**src/rtl/fpmd_pkg.sv**
```systemverilog
// fpmd_pkg: shared types and constants for the fixed-point multiply/divide unit.
// No dependencies; imported by every module of the unit.
`default_nettype none

package fpmd_pkg;

    localparam int DATA_W    = 32;   // operand and result width
    localparam int SAT_SHIFT = 14;   // divide overflow test shift

    typedef logic [DATA_W-1:0] word_t;

    // command codes
    localparam logic CMD_MUL = 1'b0;
    localparam logic CMD_DIV = 1'b1;

    // clamp values for divide overflow
    localparam word_t SAT_POS = 32'h7fff_ffff;
    localparam word_t SAT_NEG = 32'h8000_0000;

    // per-stage control carried alongside the data
    typedef struct packed {
        logic cmd_div;   // transaction is a divide
        logic differ;    // operand signs differ
        logic sat;       // divide clamps
    } ctl_t;

endpackage

`default_nettype wire

```
**src/rtl/fpmd_div_step.sv**
```systemverilog
// fpmd_div_step: one restoring-division step (one quotient bit).
// Depends on fpmd_pkg.
`default_nettype none

module fpmd_div_step
    import fpmd_pkg::*;
#(
    parameter int QW = 48
)
(
    input  word_t            rem_in,
    input  logic [QW-1:0]    dvd_in,
    input  word_t            divisor,
    output word_t            rem_out,
    output logic [QW-1:0]    dvd_out
);

    logic [DATA_W:0] trial;
    logic [DATA_W:0] diff;
    logic            qbit;

    // trial stays below 2^32, so a borrow shows up in the top bit of diff
    assign trial   = {rem_in, dvd_in[QW-1]};
    assign diff    = trial - {1'b0, divisor};
    assign qbit    = ~diff[DATA_W];
    assign rem_out = qbit ? diff[DATA_W-1:0] : trial[DATA_W-1:0];
    assign dvd_out = {dvd_in[QW-2:0], qbit};

endmodule

`default_nettype wire

```
**config.mk**
```make
export PLATFORM = sky130hd
export DESIGN_NAME = fpmd_div_step
export DESIGN_NICKNAME = d
export VERILOG_FILES = /design/src/rtl/fpmd_pkg.sv /design/src/rtl/fpmd_div_step.sv
export SDC_FILE = /design/constraint.sdc
export NUM_CORES = 1
export LEC_CHECK = 0
export BUFFER_PORTS_ARGS = -buffer_cell sky130_fd_sc_hd__buf_2
export CAP_MARGIN = 20
export CORE_MARGIN = 3
export CORE_UTILIZATION = 44
export DETAILED_ROUTE_END_ITERATION = 16
export GPL_TIMING_DRIVEN = 1
export PLACE_DENSITY = 0.84
export REMOVE_ABC_BUFFERS = 1
export SYNTH_ARGS = -nofsm -noshare
export SYNTH_HDL_FRONTEND = slang
export SYNTH_SLANG_ARGS = --single-unit
```
**constraint.sdc**
```tcl
create_clock -name vclk -period 3.8
set_input_delay 0.38 -clock vclk [all_inputs]
set_output_delay 0.38 -clock vclk [all_outputs]
set_load 0.02 [all_outputs]
```
==> summary.md <==
| Metric | Value |
|---|---|
| Placer Congestion | about 0.87 |
| Total GRT Usage | 25.4% |
| Grt ovf | 0 |
| Critical path class | in2out |
| Die area | 7390 um^2 |
| Switching Share | 57.5% |
| PortBufs | between 90 and 100 |
| Syn-to-layout area delta | 6.18% |
| Headroom to the max-slew limit | 68.4% |
| Cells after Synth | 408 |
| Final setup violation count | 0 |
| Area of the multi-input gates | 2220 um^2 |
| PostCTS Resize Cnt | 0 |
| Worst stage delay on the critical path | 400 ps |
| Clock power share | 0% |
| Yosys warns | 0 |
| Most frequent cells in the layout | buf_2 (98), nand2_1 (44), inv_1 (41) |
| Setup crit start | dvd_in[47] |
| Max-cap violations | 0 |
| CP Data Required Time | 3420 ps |
| Worst Path Arrival | 3160 ps |
| Wire per inst | 19.2 um |
| Psw | 0.402 mW |
| Final min period | 3540 ps |
| Cell Pwr Density | 234 nW/um^2 |
| Final cycle utilization of the critical path | 93.2% |
| Crit end category | primary output |
| DR top layer | met5 |
| Commonest non-fill, non-tap cell in the layout | buf_2 |
| Peak supply drop | approximately 120 uV |
| RSZ-0062 raised after global routing | false |
| Fraction of layout instances using a drive strength above 1 | 28.0% |
| DRC Markers | 0 |
| Number of setup buffers added after CTS | 0 |
| Synth Cell Area | 2810 um^2 |
| CLK BUF | 0 |
| Register Area | 0 um^2 |
| Seq pwr share | 0% |
| Vias in the first global route | 2,773 |
| Critical path cell sequence | buf_2 -> inv_1 -> ha_1 -> fa_1 -> nand2b_1 -> a21oi_1 -> o211ai_1 -> a21oi_1 -> o21a_1 -> o211ai_4 -> buf_4 -> o41ai_1 -> buf_2 |
| DP Area | 2990 um^2 |
| Type of the worst min-delay path | in2out |
| Cts-stage hold buffer count | 0 |
| TritonRoute pass-1 iters | 4 |
| Initial drt markers | 149 |
| Static Leak | approximately 1.6 nW |
| Worst Tran Pin Value | 470 ps |
| Sequential cell count | 0 |
| Mapped Avg Cell Area | 6.90 um^2 |
| CP Capture Point | rem_out[27] |
| Initial antenna violation count | 1 |
| Final hold violations | 0 |
| Routed wire length | 10,000 um |
| Die X | 86.0 um |
| Io pins | 192 |
| Met3 routed WL | 1650 um |
| Starting Density | around 46% |
| WHS | roughly 760 ps |
| Global-route wire length before repair | roughly 15,000 um |
| Die height | approximately 86 um |
| Setup TNS | 0 ps |
| Max Clock Freq | 282 MHz |
| Via count | slightly below 3,000 |
| Netlist cell types | 49 |
| Core ar. | 6060 um^2 |
| Final Util | around half |
| Crit-path max FO | 27 |
| Slowest CP cell | fa_1 |
| Ant diodes | 0 |
| Final cell area excluding filler cells | 2990 um^2 |
| DR vias/cell | 5.71 |
| Status | finished clean |
| DP Wirelength | 8650 um |
| Slew Limit Fails | 0 |
| Nets | 594 |
| CP Launch Type | input pin |
| Met2 wire len | approximately 3700 um |
| Post-route ant nets | 0 |
| Total power | 0.698 mW |
| Rows | 28 |
| Combinational power share | 100.0% |
| WL met1 | 4540 um |
| Largest net degree at the start of global routing | 28 |
| Fill cells | 641 |
| Internal Power | around 0.3 mW |
| Post-synthesis sequential area ratio | 0% |
metrics by stage:
step / instances / worst slack, ps
2_1_floorplan: 345 / 305
3_3_place_gp: 522 / 386
3_5_place_dp: 522 / 262
4_1_cts: 522 / 261
5_1_grt: 522 / 25.3
6_report: 522 / 258
critical path, delay by kind of cell:
family / cells / cell delay (ps)
AOI/OAI and AO/OA: 6 / 1390
buffers and inverters: 4 / 580
and+or+nand+nor: 1 / 180
adders and majority gates: 2 / 620
synthesized netlist by cell type (all sizes together), types with 2 or more instances:
cell | count | share of area (%)
nor2 | 16 | 2.1
o21ai | 24 | 4.3
and2 | 3 | 0.67
mux2 | 18 | 9.6
a21boi | 2 | 0.53
o31ai | 5 | 1.3
ha | 32 | 14
o211ai | 9 | 2.9
inv | 42 | 5.6
nand2 | 44 | 5.9
nand4 | 7 | 1.6
clkbuf | 11 | 1.5
o41ai | 2 | 0.62
o21a | 6 | 1.6
xnor2 | 14 | 4.4
a211oi | 4 | 1.1
a21o | 15 | 4.0
and3 | 6 | 1.3
o21bai | 5 | 1.3
nor3 | 4 | 0.71
nand2b | 5 | 1.1
xor2 | 10 | 3.1
nand3 | 11 | 2.0
o2111ai | 2 | 0.62
a21oi | 36 | 6.9
a31oi | 2 | 0.44
buf | 52 | 14
and4 | 2 | 0.62
nor2b | 5 | 1.1
layout make-up:
cell class                      count  area share, %
Multi-Input combinational cell    303           74.2
Inverter                           42           5.28
Timing Repair Buffer              102           17.4
Tap cell                           75           3.14
routing by layer:
layer	GRT usage, %	up-vias
li1	-	1464
met1	35.1	1312
met2	34.9	192
met3	14.9	8
met4	1.01	6
met5	7.69	-
cell families after synthesis:
kind of cell / Yosys count / synth area share, %
AO/OA/AOI/OAI: 120 / 28.3
XOR/XNOR: 24 / 7.47
adder cells (fa/ha/maj): 33 / 14.9
buffers and inverters: 105 / 21.3
multiplexers: 18 / 9.60
AND/OR/NAND/NOR: 108 / 18.4
how the worst min path moves through the flow:
stage               cells after the start  slack, ps  startpoint     endpoint
floorplan                               0        760   dvd_in[9]  dvd_out[10]
global placement                        0        760   dvd_in[9]  dvd_out[10]
detailed placement                      0        760   dvd_in[9]  dvd_out[10]
CTS                                     0        760   dvd_in[9]  dvd_out[10]
global route                            0        760   dvd_in[9]  dvd_out[10]
finish                                  0        760  dvd_in[13]  dvd_out[14]
power groups by stage:
stage	clock network [mW]	registers (mW)	logic [mW]
floorplan	0	0	0.495
global placement	0	0	0.684
detailed placement	0	0	0.693
CTS	0	0	0.697
global route	0	0	0.760
finish	0	0	0.698
Note: power is estimated with default switching activity, not from simulation.
